`src/ffba_pkg.sv`:
```
// ----------------------------------------------------------------------------
// ffba_pkg
// shared constants and types of the first-fit block allocator
// ----------------------------------------------------------------------------
`timescale 1ns / 1ps
`default_nettype none

package ffba_pkg;

  // busy map organization: one memory word holds this many block bits
  localparam int WORD_W = 16;
  localparam int LOG_W  = 4;

  // pool size default
  localparam int MAX_BLOCKS_DEF = 256;

  // request and result field widths
  localparam int BYTES_W  = 24;
  localparam int BSIZE_W  = 16;
  localparam int BCOUNT_W = 9;
  localparam int RSTART_W = 8;
  localparam int RLEN_W   = 9;
  localparam int START_W  = 8;
  localparam int OFFS_W   = 24;

  // stream widths, padded to whole bytes
  localparam int IN_DATA_W  = 48;
  localparam int OUT_DATA_W = 40;

  // quotient bits kept by the block-count divider
  localparam int QUOT_W = 10;

  // configuration register reset values
  localparam logic [BSIZE_W-1:0]  BLOCK_SIZE_RST  = 16'd64;
  localparam logic [BCOUNT_W-1:0] BLOCK_COUNT_RST = 9'd256;

  // configuration register indexes
  localparam logic REG_BLOCK_SIZE  = 1'b0;
  localparam logic REG_BLOCK_COUNT = 1'b1;

  // request kinds
  localparam logic FUNC_ALLOC   = 1'b0;
  localparam logic FUNC_RELEASE = 1'b1;

  // divider status toward the controller
  typedef struct packed {
    logic              done;
    logic              over;
    logic [QUOT_W-1:0] need;
  } div_res_t;

  // word scan result toward the controller
  typedef struct packed {
    logic              hit;
    logic [LOG_W-1:0]  pos;
    logic [QUOT_W-1:0] run_out;
  } scan_res_t;

endpackage

`default_nettype wire

```
`src/ffba_ram.sv`:
```
// ----------------------------------------------------------------------------
// ffba_ram
// generic simple dual-port ram, one write port, registered read port
// ----------------------------------------------------------------------------
`timescale 1ns / 1ps
`default_nettype none

module ffba_ram #(
  parameter int WIDTH  = 16,
  parameter int DEPTH  = 16,
  parameter int ADDR_W = (DEPTH > 1) ? $clog2(DEPTH) : 1
) (
  input  logic              clk,
  input  logic              we,
  input  logic [ADDR_W-1:0] waddr,
  input  logic [WIDTH-1:0]  wdata,
  input  logic [ADDR_W-1:0] raddr,
  output logic [WIDTH-1:0]  rdata
);

  logic [WIDTH-1:0] mem [DEPTH];

  always_ff @(posedge clk) begin
    if (we) begin
      mem[waddr] <= wdata;
    end
    rdata <= mem[raddr];
  end

endmodule

`default_nettype wire

```
`src/ffba_div.sv`:
```
// ----------------------------------------------------------------------------
// ffba_div
// restoring divider giving the rounded-up block count of a byte request
// ----------------------------------------------------------------------------
`timescale 1ns / 1ps
`default_nettype none

module ffba_div (
  input  logic                            clk,
  input  logic                            rst,
  input  logic                            go,
  input  logic [ffba_pkg::BYTES_W-1:0]    dividend,
  input  logic [ffba_pkg::BSIZE_W-1:0]    divisor,
  output ffba_pkg::div_res_t              res
);

  localparam int SH_W = ffba_pkg::BYTES_W + 1;

  logic [ffba_pkg::BYTES_W-1:0] rem;
  logic [ffba_pkg::QUOT_W-1:0]  quot;
  logic [3:0]                   k;
  logic                         busy;
  logic                         done;
  logic [SH_W-1:0]              dsh;
  logic                         ge;

  // one quotient bit a cycle, highest first
  assign dsh = SH_W'(divisor) << k;
  assign ge  = {1'b0, rem} >= dsh;

  always_ff @(posedge clk) begin
    if (rst) begin
      busy <= 1'b0;
      done <= 1'b0;
    end else begin
      done <= 1'b0;
      if (go) begin
        rem  <= dividend;
        quot <= '0;
        k    <= 4'(ffba_pkg::QUOT_W - 1);
        busy <= 1'b1;
      end else if (busy) begin
        if (ge) begin
          rem <= rem - dsh[ffba_pkg::BYTES_W-1:0];
        end
        quot[k] <= ge;
        if (k == 4'd0) begin
          busy <= 1'b0;
          done <= 1'b1;
        end else begin
          k <= k - 4'd1;
        end
      end
    end
  end

  // top quotient bit set means at least 512 blocks, more than any pool
  assign res.done = done;
  assign res.over = quot[ffba_pkg::QUOT_W-1];
  assign res.need = quot + ffba_pkg::QUOT_W'(|rem);

endmodule

`default_nettype wire

```
`src/ffba_scan.sv`:
```
// ----------------------------------------------------------------------------
// ffba_scan
// evaluates one busy map word against the free run carried in from below
// ----------------------------------------------------------------------------
`timescale 1ns / 1ps
`default_nettype none

module ffba_scan #(
  parameter int BI_W = 10
) (
  input  logic [ffba_pkg::WORD_W-1:0]   word,
  input  logic [BI_W-1:0]               base,
  input  logic [ffba_pkg::BCOUNT_W-1:0] pool,
  input  logic [ffba_pkg::QUOT_W-1:0]   need,
  input  logic [ffba_pkg::QUOT_W-1:0]   carry,
  output ffba_pkg::scan_res_t           res
);

  localparam int W = ffba_pkg::WORD_W;
  localparam int L = ffba_pkg::LOG_W;
  localparam int Q = ffba_pkg::QUOT_W;

  logic [W-1:0]   busy;
  logic [Q-1:0]   run [W];
  logic [W-1:0]   hit;
  logic           found;
  logic [L-1:0]   last_busy;

  always_comb begin
    // blocks beyond the pool count as busy
    for (int j = 0; j < W; j++) begin
      busy[j] = word[j] || !({base[BI_W-1:L], L'(j)} < BI_W'(pool));
    end
    // free run ending at each bit: from the nearest busy bit below, or the carry
    for (int j = 0; j < W; j++) begin
      found     = 1'b0;
      last_busy = '0;
      for (int i = 0; i < W; i++) begin
        if (i <= j && busy[i]) begin
          found     = 1'b1;
          last_busy = L'(i);
        end
      end
      if (busy[j]) begin
        run[j] = '0;
      end else if (found) begin
        run[j] = Q'(j) - Q'(last_busy);
      end else begin
        run[j] = carry + Q'(j + 1);
      end
      hit[j] = !busy[j] && (run[j] >= need);
    end
    // lowest bit that completes the run
    res.hit = 1'b0;
    res.pos = '0;
    for (int j = W - 1; j >= 0; j--) begin
      if (hit[j]) begin
        res.hit = 1'b1;
        res.pos = L'(j);
      end
    end
    res.run_out = run[W-1];
  end

endmodule

`default_nettype wire

```
`src/first_fit_block_allocator.sv`:
```
// ----------------------------------------------------------------------------
// first_fit_block_allocator
// first-fit allocator of contiguous block runs over a word-organized busy map
// ----------------------------------------------------------------------------
//
//   channel   dir  handshake                    content
//   s_axis    in   s_axis_tvalid/s_axis_tready  tuser: func; tdata: request_bytes,
//                                               release_start, release_length
//   m_axis    out  m_axis_tvalid/m_axis_tready  tdata: granted, start_block,
//                                               byte_offset
//   cfg       in   cfg_valid/cfg_ready          cfg_index, cfg_data
//
// one request at a time. an allocate runs the divider, then one busy map
// read per 16-block word scanned, then the byte offset multiply and one
// read-modify-write per word marked; a failed scan or a request refused
// after the division goes to the result without marking. a release does one
// read-modify-write per word cleared; a zero-byte allocate or one with block
// size zero goes straight to the result. the single read port of the busy
// map sets the scan and mark speed.
// after reset a clearing pass zeroes every map word, with s_axis_tready low.
// a finished result waits in the output register while the next request is
// taken; a result still stalled at the end of the next request holds the
// block until it is taken.
// ----------------------------------------------------------------------------
`timescale 1ns / 1ps
`default_nettype none

module first_fit_block_allocator #(
  parameter int MAX_BLOCKS = ffba_pkg::MAX_BLOCKS_DEF
) (
  input  logic                               clk,
  input  logic                               rst,
  // request stream
  input  logic                               s_axis_tvalid,
  output logic                               s_axis_tready,
  // [23:0] request_bytes, [31:24] release_start, [40:32] release_length
  input  logic [ffba_pkg::IN_DATA_W-1:0]     s_axis_tdata,
  // [0] func
  input  logic                               s_axis_tuser,
  // result stream
  output logic                               m_axis_tvalid,
  input  logic                               m_axis_tready,
  // [0] granted, [8:1] start_block, [32:9] byte_offset
  output logic [ffba_pkg::OUT_DATA_W-1:0]    m_axis_tdata,
  // register writes
  input  logic                               cfg_valid,
  output logic                               cfg_ready,
  input  logic                               cfg_index,
  input  logic [ffba_pkg::BSIZE_W-1:0]       cfg_data
);

  localparam int W        = ffba_pkg::WORD_W;
  localparam int L        = ffba_pkg::LOG_W;
  localparam int Q        = ffba_pkg::QUOT_W;
  localparam int WORDS    = (MAX_BLOCKS + W - 1) / W;
  localparam int AW       = (WORDS > 1) ? $clog2(WORDS) : 1;
  localparam int WC_W     = (AW > 6) ? AW : 6;
  localparam int BI_W     = WC_W + L;
  localparam int POOL_CAP = (MAX_BLOCKS > 511) ? 511 : MAX_BLOCKS;

  typedef enum logic [2:0] {
    ST_CLEAR,
    ST_IDLE,
    ST_DIV,
    ST_SCAN,
    ST_MULT,
    ST_SWEEP,
    ST_RESP
  } state_t;

  state_t state;

  // configuration registers
  logic [ffba_pkg::BSIZE_W-1:0]  block_size;
  logic [ffba_pkg::BCOUNT_W-1:0] block_count;

  // sequencing registers
  logic [WC_W-1:0] rd_w;      // next word to read
  logic [WC_W-1:0] proc_w;    // word whose data is on the ram output
  logic            rd_vld;    // ram output holds word proc_w
  logic [WC_W-1:0] last_w;    // last word of the current pass
  logic [Q-1:0]    carry;     // free run reaching the top of the words below
  logic [Q-1:0]    need;
  logic [BI_W-1:0] lo;        // run to mark or clear, hi exclusive
  logic [BI_W-1:0] hi;
  logic            set_bits;
  logic [BI_W-1:0] start;
  logic            div_go;

  // pending and presented result
  logic                          pend_ok;
  logic [ffba_pkg::START_W-1:0]  pend_start;
  logic [ffba_pkg::OFFS_W-1:0]   pend_off;
  logic                          out_vld;
  logic                          res_ok;
  logic [ffba_pkg::START_W-1:0]  res_start;
  logic [ffba_pkg::OFFS_W-1:0]   res_off;

  // request fields
  logic                           in_func;
  logic [ffba_pkg::BYTES_W-1:0]   req_bytes;
  logic [ffba_pkg::RSTART_W-1:0]  rel_start;
  logic [ffba_pkg::RLEN_W-1:0]    rel_len;
  logic                           in_acc;
  logic [ffba_pkg::BYTES_W-1:0]   div_bytes;  // byte count held for the divider

  logic [ffba_pkg::BCOUNT_W-1:0]  pool;
  logic [ffba_pkg::BCOUNT_W:0]    rel_end;
  logic [BI_W-1:0]                rel_hi;
  logic [WC_W-1:0]                pool_last;
  logic [BI_W-1:0]                base;
  logic [BI_W-1:0]                hit_start;
  logic [BI_W-1:0]                alloc_hi;
  logic [ffba_pkg::BSIZE_W+8:0]   prod;
  logic                           issue;
  logic [W-1:0]                   mask;

  // busy map ports
  logic          ram_we;
  logic [AW-1:0] ram_waddr;
  logic [W-1:0]  ram_wdata;
  logic [W-1:0]  ram_rdata;

  ffba_pkg::div_res_t  div_res;
  ffba_pkg::scan_res_t scan_res;

  assign in_func   = s_axis_tuser;
  assign req_bytes = s_axis_tdata[23:0];
  assign rel_start = s_axis_tdata[31:24];
  assign rel_len   = s_axis_tdata[40:32];

  assign s_axis_tready = (state == ST_IDLE);
  assign in_acc        = s_axis_tvalid && s_axis_tready;
  assign cfg_ready     = 1'b1;

  assign m_axis_tvalid = out_vld;
  assign m_axis_tdata  = {7'd0, res_off, res_start, res_ok};

  // ---------------------------------------------------------------- config
  always_ff @(posedge clk) begin
    if (rst) begin
      block_size  <= ffba_pkg::BLOCK_SIZE_RST;
      block_count <= ffba_pkg::BLOCK_COUNT_RST;
    end else if (cfg_valid && cfg_ready) begin
      unique case (cfg_index)
        ffba_pkg::REG_BLOCK_SIZE:  block_size  <= cfg_data;
        ffba_pkg::REG_BLOCK_COUNT: block_count <= cfg_data[ffba_pkg::BCOUNT_W-1:0];
        default: ;
      endcase
    end
  end

  // ------------------------------------------------------------- datapath
  // pool is the block count clipped to the map size, and at most 511
  assign pool = (block_count > ffba_pkg::BCOUNT_W'(POOL_CAP)) ?
                ffba_pkg::BCOUNT_W'(POOL_CAP) : block_count;

  // release end clipped at the pool end
  assign rel_end = (ffba_pkg::BCOUNT_W + 1)'(rel_start) + (ffba_pkg::BCOUNT_W + 1)'(rel_len);
  assign rel_hi  = (rel_end > (ffba_pkg::BCOUNT_W + 1)'(pool)) ? BI_W'(pool) : BI_W'(rel_end);

  assign pool_last = WC_W'((BI_W'(pool) - BI_W'(1)) >> L);

  // run start once the scan finds its end
  assign base      = {proc_w, L'(0)};
  assign hit_start = base + BI_W'(scan_res.pos) + BI_W'(1) - BI_W'(need);
  assign alloc_hi  = start + BI_W'(need);

  // start is always below 511, so nine bits cover it
  assign prod = start[8:0] * block_size;

  assign issue = (rd_w <= last_w);

  // bits of word proc_w that fall in [lo, hi)
  always_comb begin
    for (int j = 0; j < W; j++) begin
      mask[j] = ({proc_w, L'(j)} >= lo) && ({proc_w, L'(j)} < hi);
    end
  end

  ffba_scan #(.BI_W(BI_W)) u_scan (
    .word  (ram_rdata),
    .base  (base),
    .pool  (pool),
    .need  (need),
    .carry (carry),
    .res   (scan_res)
  );

  ffba_div u_div (
    .clk      (clk),
    .rst      (rst),
    .go       (div_go),
    .dividend (div_bytes),
    .divisor  (block_size),
    .res      (div_res)
  );

  // clearing pass writes zeros; sweeps write back the modified word
  always_comb begin
    ram_we    = 1'b0;
    ram_waddr = proc_w[AW-1:0];
    ram_wdata = set_bits ? (ram_rdata | mask) : (ram_rdata & ~mask);
    if (state == ST_CLEAR) begin
      ram_we    = 1'b1;
      ram_waddr = rd_w[AW-1:0];
      ram_wdata = '0;
    end else if (state == ST_SWEEP) begin
      ram_we    = rd_vld;
    end
  end

  ffba_ram #(.WIDTH(W), .DEPTH(WORDS), .ADDR_W(AW)) u_map (
    .clk   (clk),
    .we    (ram_we),
    .waddr (ram_waddr),
    .wdata (ram_wdata),
    .raddr (rd_w[AW-1:0]),
    .rdata (ram_rdata)
  );

  // ------------------------------------------------------------ controller
  always_ff @(posedge clk) begin
    if (rst) begin
      state   <= ST_CLEAR;
      rd_w    <= '0;
      rd_vld  <= 1'b0;
      div_go  <= 1'b0;
      out_vld <= 1'b0;
    end else begin
      div_go <= 1'b0;
      if (out_vld && m_axis_tready) begin
        out_vld <= 1'b0;
      end
      unique case (state)
        ST_CLEAR: begin
          if (rd_w[AW-1:0] == AW'(WORDS - 1)) begin
            state <= ST_IDLE;
          end else begin
            rd_w <= rd_w + WC_W'(1);
          end
        end

        ST_IDLE: begin
          if (in_acc) begin
            pend_start <= '0;
            pend_off   <= '0;
            rd_vld     <= 1'b0;
            div_bytes  <= req_bytes;
            if (in_func == ffba_pkg::FUNC_RELEASE) begin
              pend_ok  <= 1'b1;
              set_bits <= 1'b0;
              lo       <= BI_W'(rel_start);
              hi       <= rel_hi;
              rd_w     <= WC_W'(BI_W'(rel_start) >> L);
              last_w   <= WC_W'((rel_hi - BI_W'(1)) >> L);
              // start at or past the clipped end clears nothing
              state    <= (BI_W'(rel_start) >= rel_hi) ? ST_RESP : ST_SWEEP;
            end else if (req_bytes == '0) begin
              pend_ok <= 1'b1;
              state   <= ST_RESP;
            end else if (block_size == '0) begin
              pend_ok <= 1'b0;
              state   <= ST_RESP;
            end else begin
              div_go <= 1'b1;
              state  <= ST_DIV;
            end
          end
        end

        ST_DIV: begin
          if (div_res.done) begin
            if (div_res.over || (div_res.need > Q'(pool))) begin
              pend_ok <= 1'b0;
              state   <= ST_RESP;
            end else begin
              need   <= div_res.need;
              carry  <= '0;
              rd_w   <= '0;
              rd_vld <= 1'b0;
              last_w <= pool_last;
              state  <= ST_SCAN;
            end
          end
        end

        ST_SCAN: begin
          rd_vld <= issue;
          proc_w <= rd_w;
          if (issue) begin
            rd_w <= rd_w + WC_W'(1);
          end
          if (rd_vld) begin
            if (scan_res.hit) begin
              start <= hit_start;
              state <= ST_MULT;
            end else if (proc_w == last_w) begin
              pend_ok <= 1'b0;
              state   <= ST_RESP;
            end else begin
              carry <= scan_res.run_out;
            end
          end
        end

        ST_MULT: begin
          pend_ok    <= 1'b1;
          pend_start <= start[ffba_pkg::START_W-1:0];
          pend_off   <= prod[ffba_pkg::OFFS_W-1:0];
          set_bits   <= 1'b1;
          lo         <= start;
          hi         <= alloc_hi;
          rd_w       <= WC_W'(start >> L);
          last_w     <= WC_W'((alloc_hi - BI_W'(1)) >> L);
          rd_vld     <= 1'b0;
          state      <= ST_SWEEP;
        end

        ST_SWEEP: begin
          // read one word ahead of the write-back, never the same word
          rd_vld <= issue;
          proc_w <= rd_w;
          if (issue) begin
            rd_w <= rd_w + WC_W'(1);
          end
          if (rd_vld && (proc_w == last_w)) begin
            rd_vld <= 1'b0;
            state  <= ST_RESP;
          end
        end

        ST_RESP: begin
          if (!out_vld || m_axis_tready) begin
            out_vld   <= 1'b1;
            res_ok    <= pend_ok;
            res_start <= pend_start;
            res_off   <= pend_off;
            state     <= ST_IDLE;
          end
        end

        default: state <= ST_IDLE;
      endcase
    end
  end

endmodule

`default_nettype wire

```
`config.mk`:
```
export PLATFORM = sky130hd
export DESIGN_NAME = first_fit_block_allocator
export DESIGN_NICKNAME = d
export VERILOG_FILES = /design/src/ffba_pkg.sv /design/src/ffba_ram.sv /design/src/ffba_div.sv /design/src/ffba_scan.sv /design/src/first_fit_block_allocator.sv
export SDC_FILE = /design/constraint.sdc
export NUM_CORES = 2
export LEC_CHECK = 0
export ABC_CLOCK_PERIOD_IN_PS = 8500
export BUFFER_PORTS_ARGS = -buffer_cell sky130_fd_sc_hd__buf_2
export CORE_ASPECT_RATIO = 1.1
export CORE_UTILIZATION = 49
export DETAILED_ROUTE_END_ITERATION = 16
export PLACE_DENSITY = 0.63
export REMOVE_ABC_BUFFERS = 1
export SKIP_CTS_REPAIR_TIMING = 1
export SLEW_MARGIN = 30
export SYNTH_ARGS = -nofsm -noshare
export SYNTH_HDL_FRONTEND = slang
export SYNTH_SLANG_ARGS = --single-unit
export TNS_END_PERCENT = 5
```
`constraint.sdc`:
```
create_clock -name clk -period 8.5 [get_ports clk]
set_clock_uncertainty 0.2 [all_clocks]
set_input_delay 1.275 -clock clk [delete_from_list [all_inputs] [get_ports clk]]
set_output_delay 1.275 -clock clk [all_outputs]
set_load 0.1 [all_outputs]
```
==> out/results.txt <==
CTS tree: yes
Mapped Area: 0.03571 mm2
synth top area cells: edfxtp_1 38%, ha_1 12%, fa_1 5.7%
gr usage total: 27.72%
Hold EP: res_off[23]$_DFFE_PP_
Yosys top cell by area: edfxtp_1
first-pass GRT wire length: 157.3 mm
top-area cell type share of the netlist area: 37.59%
main combinational cell family by area after synthesis: adder cells
asr flop ratio synth: 0%
Max Cap Viol: 0
port bufs: 98
drt first pass iters: 6
FILL cells: 6275
CP max stage cell: or4_1
status: complete, no violations
die footprint: 0.07396 mm2
simple-gate portion of the synthesized area: 14.58%
syn avg cell area: 10.66 um2
Avg WL per Cell: 22.87 um
post-synthesis compound-gate area fraction: 12.17%
Post-synth top flop: edfxtp_1
Slew @ Worst Pin: 1.022 ns
hpwl dp: 75.39 mm
num rows: 103
min Tclk post-route: 8.041 ns
Hold Crit Start: pend_off[23]$_SDFFCE_PN0P_
Post-Synth Adder-Cell Area: 17.84%
largest net degree at the start of global routing: 74
total CTS buffers: 52
worst-skew pair later-pin latency: 0.63 ns
final worst setup slack: 0.4591 ns
P per Cell Area: 149.3 mW/mm2
I/O pins: 114
Die Ht: 285.1 um
kind of critical path: register to register
total wire length: 102.3 mm
CP Max Fanout: 6
sequential share of the synthesized area: 40.68%
Slew HR: 31.38%
unrepaired setup endpoints after global routing: no
CP Launch Type: register
Area Overhead vs Synth: 10.88%
post-synthesis cell count: 3351
H-tree level count: 2
worst r2r src: block_count[8]$_SDFFE_PP1P_
share of cells above drive strength 1: 13.54%
Max IR drop VDD: 0.1941 mV
Fin. Hold Viols: 0
initial antenna violation count: 0
Post-synth EDFFs: 447
worst reg2reg path depth: 39
clock-pin transition on the worst setup and hold timing paths: 0.07 ns
GRT overflow: 0
Worst Path Required: 8.68 ns
Storage cell area: 0.01453 mm2
Final TNS setup: 0 ns
vias in the first global route: 26626
Ys Warns: 0
fmax: 0.1244 GHz
Antenna Violating Nets Remaining: 0
clock sink count: 502
Via Count: 26934
Reg2Reg Capture Point: start[9]$_DFFE_PP_
multi-input combinational cell area: 0.02002 mm2
final worst-path cycle share: 94.60%
DRC violations left: 0
multiplexer share of the synthesized area: 6.570%
Die W: 259.4 um
gpl congestion: 0.9862
final setup vio count: 0
Vias/cell: 6.024
Initial DRC Count: 2259
r2r setup slk: 0.46 ns
Placeable Area: 0.07191 mm2
CTS Buffer Depth: 3
Worst path most repeated cell: a21oi_1
CTS root buffer: clkbuf_16
Data arrival, critical path: 8.22 ns
CP endpoint kind: register
pre-CTS worst setup slack: 0.3621 ns
worst hold stages: 0
CP max stage delay: 0.52 ns
XOR/XNOR Fraction of Synth Area: 4.440%
synthesized flop and latch total: 502
HP Class: register to register
Slew Limit Fails: 0
Yosys cell types: 100
Initial Util: 49.65%
Pleak: 15.54 nW
Final Net Count: 4001
-- cells in the mapped netlist (8+ instances only) --
master / count
nand2b_1: 41
ha_1: 346
nor2b_1: 44
a211oi_1: 48
nor2_2: 8
o211ai_1: 22
a221oi_1: 10
a21oi_1: 200
mux2i_1: 33
and3_1: 19
a31oi_1: 34
buf_4: 10
fa_1: 102
nor2_1: 289
inv_1: 187
nand2_1: 351
edfxtp_1: 447
nand4_1: 19
o21a_1: 34
o21bai_1: 9
buf_1: 18
nand3_1: 63
mux4_2: 87
nor4_1: 22
a21o_1: 63
nor3_1: 55
xor2_1: 75
or2_2: 12
o31ai_1: 14
clkbuf_1: 111
and2_1: 91
nor3b_1: 12
xnor2_1: 106
and4_1: 8
o21ai_0: 135
or3_1: 20
dfxtp_1: 55
-- power by group --
part | switching, mW | internal (mW)
clock | 0.997 | 1.33
combinational | 0.481 | 0.329
sequential | 0.0663 | 2.71
-- cells by family (layout without fill, tap and decap cells) --
| group | count (synthesis) | after routing |
|---|---|---|
| adders and majority gates | 448 | 448 |
| xor gates and xnor gates | 181 | 181 |
| AOI/OAI and AO/OA | 670 | 670 |
| muxes | 125 | 125 |
| DFF | 502 | 502 |
| buffers and inverters | 338 | 505 |
| and+or+nand+nor | 1085 | 1085 |
| other | 2 | 10 |
-- critical path, delay by kind of cell (launching register included) --
family / cells / cell delay (ns)
AO/OA/AOI/OAI: 18 / 3.18
XOR/XNOR: 1 / 0.13
adder cells (fa/ha/maj): 6 / 1.61
buffers and inverters: 6 / 0.65
flip-flops: 1 / 0.31
AND/OR/NAND/NOR: 8 / 1.68
-- per-stage QoR --
step                hold WS [ns]  cell area, um2  utilization [%]  cells  power [mW]
floorplan                 0.2003           35130                -   3211       3.361
global placement          0.2008           37710            52.44   4369       3.608
detailed placement        0.2045           37730            52.46   4369       3.624
CTS                       0.2194           39480            54.89   4465       5.946
global route              0.2302           39590            55.05   4469       6.138
finish                    0.2206           39590            55.06   4471       5.913
-- how the worst max path moves through the flow --
| stage | from | to | slack [ns] | cells past startpoint |
|---|---|---|---|---|
| after floorplan | block_count[8]$_SDFFE_PP1P_ | start[9]$_DFFE_PP_ | 0.91 | 31 |
| after global placement | block_count[8]$_SDFFE_PP1P_ | start[9]$_DFFE_PP_ | 0.40 | 37 |
| after detailed placement | block_count[8]$_SDFFE_PP1P_ | start[9]$_DFFE_PP_ | 0.36 | 37 |
| after CTS | block_count[8]$_SDFFE_PP1P_ | start[9]$_DFFE_PP_ | 0.29 | 37 |
| after global routing | block_count[8]$_SDFFE_PP1P_ | start[9]$_DFFE_PP_ | 0.03 | 40 |
| final | block_count[8]$_SDFFE_PP1P_ | start[9]$_DFFE_PP_ | 0.46 | 39 |
-- state kept, by name, summed over array words and instances (netlist names), 16 cells and up --
register,count
block_size,16
div_bytes,24
pend_off,24
res_off,24
u_div.rem,24
u_map.mem,256
u_map.rdata,16
-- routing by layer --
layer	global-route usage (%)	share of wire (%)
met2	44.48	46
met4	9.147	3.2
met1	38.61	44
met5	0	0
met3	3.929	6.8
-- cell usage in the layout, fill, tap and decap left out, types with 9 or more instances in the layout --
cell type  synthesis  final
nand2_1          351    350
a221oi_1          10     10
and2_1            91     91
a31oi_1           34     34
clkbuf_16          0     55
xnor2_1          106    106
o31ai_1           14     13
buf_4             10    118
dfxtp_1           55     52
a21o_1            63     63
edfxtp_1         447    447
nor3b_1           12     12
nor2b_1           44     42
mux4_2            87     87
mux2i_1           33     33
a21oi_1          200    197
inv_1            187    187
or2_2             12     12
ha_1             346    346
clkbuf_1         111     13
nor2_2             8     20
xor2_1            75     75
nand2b_1          41     41
and3_1            19     19
fa_1             102    102
o21ai_0          135    135
nor4_1            22     22
a211oi_1          48     48
nor3_1            55     51
o21a_1            34     34
nand3_1           63     63
o211ai_1          22     22
buf_2              6     98
nor2_1           289    277
o21bai_1           9      9
or3_1             20     20
nand4_1           19     19
-- cell type report --
type | instances | share of cell area, %
diodes | 2 | 0.01264
well taps | 945 | 2.986
repair buffers | 217 | 3.505
clock inverters | 23 | 0.6573
flip-flops and latches | 502 | 36.70
multi-input cells | 2517 | 50.56
inverters | 192 | 1.820
clock buffers | 73 | 3.758
Note: power is estimated with default switching activity, not from simulation.
